===== config.mk =====
export PLATFORM = sky130hd
export DESIGN_NAME = pve_ram
export DESIGN_NICKNAME = d
export VERILOG_FILES = /design/src/sv/pve_ram.sv
export SDC_FILE = /design/constraint.sdc
export NUM_CORES = 1
export LEC_CHECK = 0
export BUFFER_PORTS_ARGS = -buffer_cell sky130_fd_sc_hd__buf_2
export CORE_ASPECT_RATIO = 2
export CORE_UTILIZATION = 32
export DETAILED_ROUTE_END_ITERATION = 10
export PLACE_DENSITY_LB_ADDON = 0.25
export SLEW_MARGIN = 5
export SYNTH_ARGS = -nofsm -noshare
export SYNTH_HDL_FRONTEND = slang
export SYNTH_SLANG_ARGS = --single-unit
export TNS_END_PERCENT = 5

===== constraint.sdc =====
create_clock -name clk -period 1.8 [get_ports clk]
set_clock_uncertainty 0.15 [all_clocks]
set_input_delay 0.36 -clock clk [delete_from_list [all_inputs] [get_ports clk]]
set_output_delay 0.36 -clock clk [all_outputs]
set_load 0.01 [all_outputs]

===== src/sv/pve_ram.sv =====
module pve_ram #(
  parameter int WIDTH = 8,
  parameter int DEPTH = 4
) (
  input  logic                     clk,
  input  logic                     wr_en,
  input  logic [$clog2(DEPTH)-1:0] wr_addr,
  input  logic [WIDTH-1:0]         wr_data,
  input  logic                     rd_en,
  input  logic [$clog2(DEPTH)-1:0] rd_addr,
  output logic [WIDTH-1:0]         rd_data
);

  logic [WIDTH-1:0] mem_r [DEPTH];
  logic [WIDTH-1:0] rd_data_r;

  always_ff @(posedge clk) begin
    if (wr_en) begin
      mem_r[wr_addr] <= wr_data;
    end
    if (rd_en) begin
      rd_data_r <= mem_r[rd_addr];
    end
  end

  assign rd_data = rd_data_r;

endmodule


==> flow_summary.rst <==
.. list-table::
   :header-rows: 1

   * - Metric
     - Value
   * - Worst setup path category
     - input pin to flop
   * - MaxCap Viol Count
     - 0
   * - Final worst-path cycle share
     - 72.1%
   * - Slowest CP cell
     - mux4_2
   * - R2r setup slk
     - 0.54 ns
   * - Chip Height
     - 96.5 µm
   * - Count of yosys warnings during synthesis
     - 0
   * - Total cell area at the placement stage
     - 1600 µm²
   * - Area taken by multi-input logic gates
     - 211 µm²
   * - Actual slew at the worst max-slew pin
     - 0.437 ns
   * - Cells along the critical path
     - buf_2 > mux4_2
   * - Detailed router's first-iteration violation count
     - 10
   * - IO buf count
     - 22
   * - Hold Path Origin
     - wr_data[3]
   * - Clock tree from TritonCTS
     - yes
   * - Origin of the critical flop-to-flop path
     - mem_r[2][0]
   * - Crit path buf inv count
     - 1
   * - Setup Viol. Count Final
     - 0
   * - Vias per std cell
     - 4.55
   * - Total count of max-transition violations in the final report
     - 0
   * - Total power after layout
     - 1.74 mW
   * - Number of clock buffers inserted by TritonCTS
     - 5
   * - Number of global-route vias before repair
     - 625
   * - Clk slew on worst S/H paths
     - 0.07 ns
   * - Clock insertion delay at the later pin of the skew report
     - ~0.28 ns
   * - Summed negative setup slack over all endpoints
     - 0 ns
   * - Number of inserted diodes
     - 0
   * - Routed Wire Length
     - between 2 and 2.5 mm
   * - Pwr per Cell Area
     - 1040 nW/µm²
   * - Type of element capturing the critical path
     - flop
   * - Leakage Power
     - between 0.5 and 0.6 nW
   * - Worst Path Required
     - 1.68 ns
   * - Total iterations of the first detailed-routing run
     - 3
   * - CP Data Arrival Time
     - 1.17 ns
   * - Final-stage net count
     - 97
   * - Outcome
     - finished, final reports clean
   * - Cells after synthesis
     - 54
   * - # placed instances
     - 129
   * - Maximum level of the CTS H-tree
     - 2
   * - Largest net degree at the start of global routing
     - 12
   * - Post-synth net total
     - a little under 70
   * - Number of inserted filler cells in the final layout
     - between 300 and 400
   * - Routability congestion estimate
     - 0.629
   * - Placement Setup Slack
     - between 0.15 and 0.2 ns
   * - Tightest Hold Check Type
     - input pin to flop
   * - Count of vias placed by the detailed router
     - between 600 and 700
   * - RSZ-0062 raised after global routing
     - false
   * - Total Die Area
     - 4750 µm²
   * - Post-CTS setup buffer count
     - 0
   * - Final antenna-violating net count
     - 0
   * - Max Fclk
     - 771 MHz
   * - Cts-stage hold buffer count
     - 0
   * - Library cell used as clock root buffer
     - clkbuf_8
   * - Initial Utilization
     - 33.3%
   * - DRC errors left
     - 0
   * - Final worst hold slack
     - approximately 0.14 ns
   * - FF+latch area
     - between 1000 and 1500 µm²
   * - Sequential-to-total area share from yosys stat
     - 84.1%
   * - Core area
     - approximately 4300 µm²
   * - Fin crit period
     - approximately 1.3 ns
   * - Ports
     - 23
   * - Worst Setup SP
     - rd_addr[0]
   * - #FFs+latches synth
     - 40
   * - Final hold vios
     - 0
   * - Worst ir drop on vdd
     - 0.496 mV
   * - Cell area after synthesis
     - approximately 1400 µm²
   * - DIE WIDTH
     - ~49 µm
   * - Setup WS post-layout
     - 0.502 ns
   * - Core Util, Final
     - 39.1%
   * - Post-route cell area
     - about 1700 µm²
   * - Type of element launching the critical path
     - input pin
   * - Normalized max-slew margin
     - 70.8%
   * - Avg Inst Size Synth
     - between 20 and 30 µm²
   * - Number of distinct library cell variants in the gate-level netlist after synthesis
     - 7
   * - CTS Buffer Depth
     - 2
   * - Proportion of layout cells with a drive suffix above 1
     - 43.4%
   * - Count of non-filler cells in the finished layout
     - 137
   * - Gr usage total
     - 10.2%
   * - Routed length per placed instance
     - between 15 and 20 µm
   * - Number of antenna violations at the first check in global routing
     - 0
   * - CP peak stage delay
     - 0.55 ns
   * - Sink count of the clock tree
     - 40
   * - Critical-path maximum fanout
     - 8
   * - First-pass GRT wire length
     - 3.24 mm
   * - Resize count post-CTS
     - 0
   * - Crit path max-delay family
     - multiplexers
   * - Total global routing overflow
     - 0
   * - Row cnt
     - 34
   * - Area growth from synthesis to layout
     - 17.4%
==> cell usage after synthesis <==
master | number | area [µm²]
clkbuf_2 | 1 | 5.00
mux4_2 | 8 | 180
buf_6 | 1 | 11.3
and3_1 | 1 | 6.26
nor3b_1 | 1 | 7.51
and3b_1 | 2 | 17.5
edfxtp_1 | 40 | 1200
==> where the power goes <==
group / switching (mW) / internal, mW / leakage [nW]
clock: 0.281 / 0.270 / 0.0399
sequential: 0.00996 / 1.08 / 0.372
combinational: 0.0514 / 0.0492 / 0.164
==> placed cells by master, fill, tap and decap left out, drive strengths merged <==
cell type and count:
and3b 2, nor3b 1, clkinv 1, mux4 8
and3 1, buf 23, clkbuf 7, edfxtp 40
==> cells by family (layout without fill, tap and decap cells) <==
logic type,count (synthesis),in the layout,synth area share [%]
and+or+nand+nor,4,4,2.19
muxes,8,8,12.6
buffers and inverters,2,31,1.14
DFF,40,40,84.1
==> layout make-up <==
| cell class | instances | area share [%] |
|---|---|---|
| multi-input cells | 12 | 12.6 |
| clock buffers | 7 | 4.55 |
| clock inverters | 1 | 0.224 |
| well taps | 54 | 4.03 |
| flip-flops and latches | 40 | 71.6 |
| repair buffers | 23 | 7.01 |
==> sequential cells by signal (all words and copies together), names as in the netlist <==
register and cells:
rd_data 8, mem_r 32
==> metal layers <==
layer  vias up  share of wire, %  global-route usage (%)
li1        286                 -                       -
met1       309                34                    8.31
met2        21                58                    19.2
met3         7               4.7                    3.13
met4         0               3.8                    8.82
met5         -                 0                       0
==> worst paths after layout <==
kind	to	cells past startpoint
min reg2reg	rd_data[5]	1
max	rd_data[0]	2
max reg2reg	rd_data[0]	1
min	mem_r[1][3]	1
(Power assumes the default switching activity.)
