**src/sv/pve_pkg.sv**
```systemverilog
package pve_pkg;

  localparam int RAW_W   = 24;
  localparam int POS_W   = 32;
  localparam int VEL_W   = 40;
  localparam int SCALE_W = 32;
  localparam int COEF_W  = 32;
  localparam int AXES    = 3;
  localparam int AXIS_W  = 2;

  // Filter operand: a velocity or a sum of two, possibly negated, split into two halves
  // so that each pass through the multiplier stays narrow.
  localparam int OP_W    = VEL_W + 2;
  localparam int HALF_W  = OP_W / 2;
  localparam int PROD_W  = HALF_W + 1 + COEF_W + 1;

  localparam logic [SCALE_W-1:0] SCALE_RST = 32'd65536;

  // One row of the history memory, one row per axis.
  typedef struct packed {
    logic signed [POS_W-1:0] p1;
    logic signed [POS_W-1:0] p2;
    logic signed [VEL_W-1:0] x1;
    logic signed [VEL_W-1:0] x2;
    logic signed [VEL_W-1:0] x3;
    logic signed [VEL_W-1:0] y1;
    logic signed [VEL_W-1:0] y2;
    logic signed [VEL_W-1:0] y3;
  } pve_row_t;

  typedef struct packed {
    logic clr;
    logic mul_en;
    logic hi_sel;
  } pve_mac_ctl_t;

  // Rounds num * 1e-7 to a fixed-point coefficient with frac fraction bits.
  function automatic logic [COEF_W-1:0] pve_qcoef(input longint unsigned num,
                                                  input int unsigned frac);
    longint unsigned q;
    q = ((num << frac) + 64'd5000000) / 64'd10000000;
    return q[COEF_W-1:0];
  endfunction

endpackage

```
**src/sv/pve_mac.sv**
```systemverilog
module pve_mac import pve_pkg::*; #(
  parameter int COEF_FRAC_BITS = 28
) (
  input  logic                    clk,
  input  logic                    rst_n,
  input  pve_mac_ctl_t            ctl,
  input  logic signed [OP_W-1:0]  operand,
  input  logic [COEF_W-1:0]       coef,
  output logic signed [VEL_W-1:0] result
);

  localparam int ACC_W = COEF_FRAC_BITS + 46;
  localparam int SH_W  = ACC_W - COEF_FRAC_BITS;
  localparam logic [ACC_W-1:0] ACC_INIT = ACC_W'(1) << (COEF_FRAC_BITS - 1);

  logic signed [HALF_W:0]      factor;
  logic signed [PROD_W-1:0]    prod_c;
  logic signed [PROD_W-1:0]    mul_r;
  logic                        mul_vld_r;
  logic                        mul_hi_r;
  logic signed [ACC_W-1:0]     acc_r;
  logic signed [ACC_W-1:0]     acc_add;
  logic signed [SH_W-1:0]      shifted;

  // The upper half carries the sign; the lower half is a plain magnitude.
  assign factor = ctl.hi_sel ? $signed({operand[OP_W-1], operand[OP_W-1:HALF_W]})
                             : $signed({1'b0, operand[HALF_W-1:0]});
  assign prod_c = PROD_W'(factor) * PROD_W'($signed({1'b0, coef}));

  assign acc_add = mul_hi_r ? (ACC_W'(mul_r) <<< HALF_W) : ACC_W'(mul_r);

  always_ff @(posedge clk) begin
    if (!rst_n) begin
      mul_vld_r <= 1'b0;
      mul_hi_r  <= 1'b0;
    end else begin
      mul_vld_r <= ctl.mul_en;
      mul_hi_r  <= ctl.hi_sel;
    end
  end

  always_ff @(posedge clk) begin
    if (ctl.mul_en) begin
      mul_r <= prod_c;
    end
    if (ctl.clr) begin
      acc_r <= $signed(ACC_INIT);
    end else if (mul_vld_r) begin
      acc_r <= acc_r + acc_add;
    end
  end

  // The rounding constant was preloaded, so a plain arithmetic shift rounds half up.
  assign shifted = $signed(acc_r[ACC_W-1:COEF_FRAC_BITS]);

  always_comb begin
    if (shifted[SH_W-1:VEL_W-1] == '0 || shifted[SH_W-1:VEL_W-1] == '1) begin
      result = shifted[VEL_W-1:0];
    end else if (shifted[SH_W-1]) begin
      result = {1'b1, {(VEL_W-1){1'b0}}};
    end else begin
      result = {1'b0, {(VEL_W-1){1'b1}}};
    end
  end

endmodule

```
**config.mk**
```make
export PLATFORM = sky130hd
export DESIGN_NAME = pve_mac
export DESIGN_NICKNAME = d
export VERILOG_FILES = /design/src/sv/pve_pkg.sv /design/src/sv/pve_mac.sv
export SDC_FILE = /design/constraint.sdc
export NUM_CORES = 2
export LEC_CHECK = 0
export ABC_AREA = 1
export BUFFER_PORTS_ARGS = -buffer_cell sky130_fd_sc_hd__buf_4
export CELL_PAD_IN_SITES_DETAIL_PLACEMENT = 0
export CELL_PAD_IN_SITES_GLOBAL_PLACEMENT = 1
export CORE_MARGIN = 2
export CORE_UTILIZATION = 35
export CTS_BUF_LIST = sky130_fd_sc_hd__clkbuf_16
export CTS_CLUSTER_DIAMETER = 100
export DETAILED_ROUTE_END_ITERATION = 7
export PLACE_DENSITY_LB_ADDON = 0.1
export SETUP_SLACK_MARGIN = 0.05
export SLEW_MARGIN = 20
export SYNTH_ARGS = -nofsm -noshare
export SYNTH_HDL_FRONTEND = slang
export SYNTH_SLANG_ARGS = --single-unit
```
**constraint.sdc**
```tcl
create_clock -name clk -period 10 [get_ports clk]
set_clock_uncertainty 0.1 [all_clocks]
set_input_delay 2 -clock clk [delete_from_list [all_inputs] [get_ports clk]]
set_output_delay 2 -clock clk [all_outputs]
set_load 0.02 [all_outputs]
```
==> results by group <==
Drt
  • Routed Antenna Nets: 0
  • Routed vias/inst: around 4.9
  • TritonRoute pass-1 iters: 5
  • Iteration-0 DRC Markers: 1789
  • DRC violations left: 0
  • Wirelength per Cell: 21.5 um
  • Total Wirelength: between 100000 and 150000 um
  • Vias: 30677

Logic synthesis
  • Post-synthesis sequential area ratio: a little under a tenth
  • Synth Flop Type: dfxtp_1
  • Syn Std Cell Area: approximately 0.035 mm2
  • Net Count, Synth: about 6000
  • Post-synthesis mux area share: 0%
  • Post-synth top cells: inv_1 (1197), nand2_1 (1166), fa_1 (599), nor2_1 (599), ha_1 (280)
  • Synth Register Bits: approximately 130
  • Top-count cell post-synth: inv_1
  • Synthesis Warnings: 0
  • EDFF count, synth: 55
  • Synth top area share: 34.2%
  • Largest family of logic cells by synthesized area: adder cells
  • Cells after Synth: between 4000 and 5000
  • Post-synthesis compound-gate area fraction: under 10%
  • Synth Area in Simple Gates: a little under a quarter
  • Avg Cell Area, Syn: ~7.1 um2
  • Post-synth cell types: between 40 and 50
  • Post-synth top area cell: fa_1
  • XOR/XNOR share of the synthesized area: under 10%
  • Ranking of synthesized cells by area: fa_1 (34%), inv_1 (13%), nand2_1 (12%), ha_1 (10%), nor2_1 (6.4%)
  • Fraction of registers with async set/reset: 0%
  • Synth Area in Adders: between 40% and 50%

GRT
  • First-pass GRT wire length: 204000 um
  • Total global-route track usage: between 20% and 30%
  • Busiest layer in global routing: met2
  • M1 GR Usage: 34.2%
  • Largest net degree at the start of global routing: 66
  • Global route total overflow: 0
  • Via count of the first global-routing pass: around 32000
  • Met3 usage: 2.22%
  • Routing usage on met2: about 48%
  • Antenna violations before repair: 0

Setup path
  • CP max stage cell: inv_1
  • Arr. time, crit path: roughly 9400 ps
  • Max FO, Critical Path: 23
  • Critical path class: in2reg
  • Slowest Stage Delay on Critical Path: around 670 ps
  • Worst Setup End Kind: register
  • Worst path required time: 10110 ps
  • Critical Path Source Type: input pin
  • CP dominant cell by count: fa_1

Outcome
  • Status: completed

STA
  • Slew margin rel.: roughly two fifths
  • Slew @ Worst Pin: between 900 and 1000 ps
  • Final worst setup slack: 681 ps
  • Minimum clock period: around 9300 ps
  • Max Slew Vio Count: 0
  • Final worst path period share: slightly above 90%
  • Max Clk Rate: roughly 110 MHz
  • Final hold vios: 0
  • RSZ-0062 raised after global routing: no
  • Fin Setup TNS: 0 ps
  • Setup violators final: 0

Die
  • Chip Width: about 320 um
  • Die Ht: 321 um
  • Die area: 0.103 mm2
  • FP Rows: approximately 120
  • Io pins: ~120
  • Core area: around 0.1 mm2
  • Initial Utilization: a little over a third

Cells and area
  • Diodes inserted: 0
  • Final net count: a little under 6000
  • Non-Filler Instances: around 6300
  • P&R area growth vs syn: 9.04%
  • Layout cell share with drive strength beyond 1: between 6 and 7%
  • Fin area: around 0.038 mm2

Clocking
  • Post-CTS sizing: 0
  • CTS root buffer: clkbuf_16
  • CTS clock-pin slew for the worst setup and hold paths: 70 ps
  • Clock sinks: roughly 130
  • Post-CTS Setup Inserts: 0
  • Clk_lat worst skew: 470 ps
  • CTS tree: built
  • Total CTS buffers: 17
  • H-tree levels: 4
  • CTS Hold Bufs: 0
  • Max clock buf depth: 2

Placement
  • Dpl cell area: between 0.03 and 0.04 mm2
  • Hpwl dp: around 120000 um
  • Routability-driven placement congestion ratio: between 0.9 and 1
  • Worst slack, placed: roughly 180 ps
  • Port Buffers: 118
  • Placed cell count: roughly 6300

Min path
  • Worst min-delay path class: reg2reg

Run
  • Max-cap violations: 0
## cell type report
type,instances,area [um2]
inverter,1215,4560
fill,10834,61400
clock buffer,17,425
timing repair buffer,202,1550
clock inverter,15,165
multi-input combinational,3438,26800
tap,1298,1620
sequential,131,3180
## placed cells by master, fill, tap and decap left out, types with 10 or more instances in the layout
cell	Yosys	final
dfxtp_1	76	74
a31oi_1	14	14
nor4_1	10	10
inv_1	1197	1196
o21bai_1	20	20
a21oi_1	185	184
fa_1	599	599
buf_4	0	199
xnor2_1	19	19
edfxtp_1	55	55
clkinv_1	14	15
nand4_1	13	13
nand3_1	115	115
o21ai_0	203	203
or2_2	37	37
clkbuf_16	0	17
nand2_2	24	25
nor2_1	599	599
nor3_1	31	31
ha_1	280	280
xor2_1	63	63
nand2_1	1166	1165
## metrics by stage
| stage | hold WS (ps) | utilization, % |
|---|---|---|
| final | 384 | 38.4 |
| after global routing | 403 | 38.4 |
| after CTS | 382 | 38.4 |
| after detailed placement | 361 | 37.8 |
| after global placement | 361 | 37.8 |
| after floorplan | 347 | - |
## critical path: cells and delay by family
kind	cells	cell delay (ps)
AND/OR/NAND/NOR	8	1170
adder cells (fa/ha/maj)	8	4090
buffers and inverters	6	1530
AO/OA/AOI/OAI	3	620
## per-layer routing
| metal | share of wire (%) | vias to the layer above |
|---|---|---|
| met5 | 0 | - |
| met1 | 43 | 15045 |
| met3 | 3.9 | 151 |
| met4 | 3.5 | 0 |
| met2 | 49 | 783 |
| li1 | - | 14698 |
## flip-flops by register name, indices dropped and copies added (netlist names)
signal and count:
mul_r 55, mul_hi_r 1, acc_r 74, mul_vld_r 1
## worst paths after layout
| kind | start | end | slack, ps | cells past startpoint |
|---|---|---|---|---|
| max reg2reg | mul_hi_r | acc_r[65] | 5470 | 19 |
| max | ctl[0] | mul_r[44] | 680 | 25 |
| min | acc_r[27] | acc_r[27] | 380 | 2 |
| min reg2reg | acc_r[27] | acc_r[27] | 380 | 2 |
## logic make-up (layout without fill, tap and decap cells)
logic type	count (synthesis)	in the layout
simple gates	2021	2021
flops	131	131
buf+inv	1365	1449
fa+ha+maj	879	879
xor+xnor	82	82
compound gates	456	456
Power is left out: the tool's default activity adds up to more than one toggle a clock period on the data nets, which glitch-free logic cannot reach.
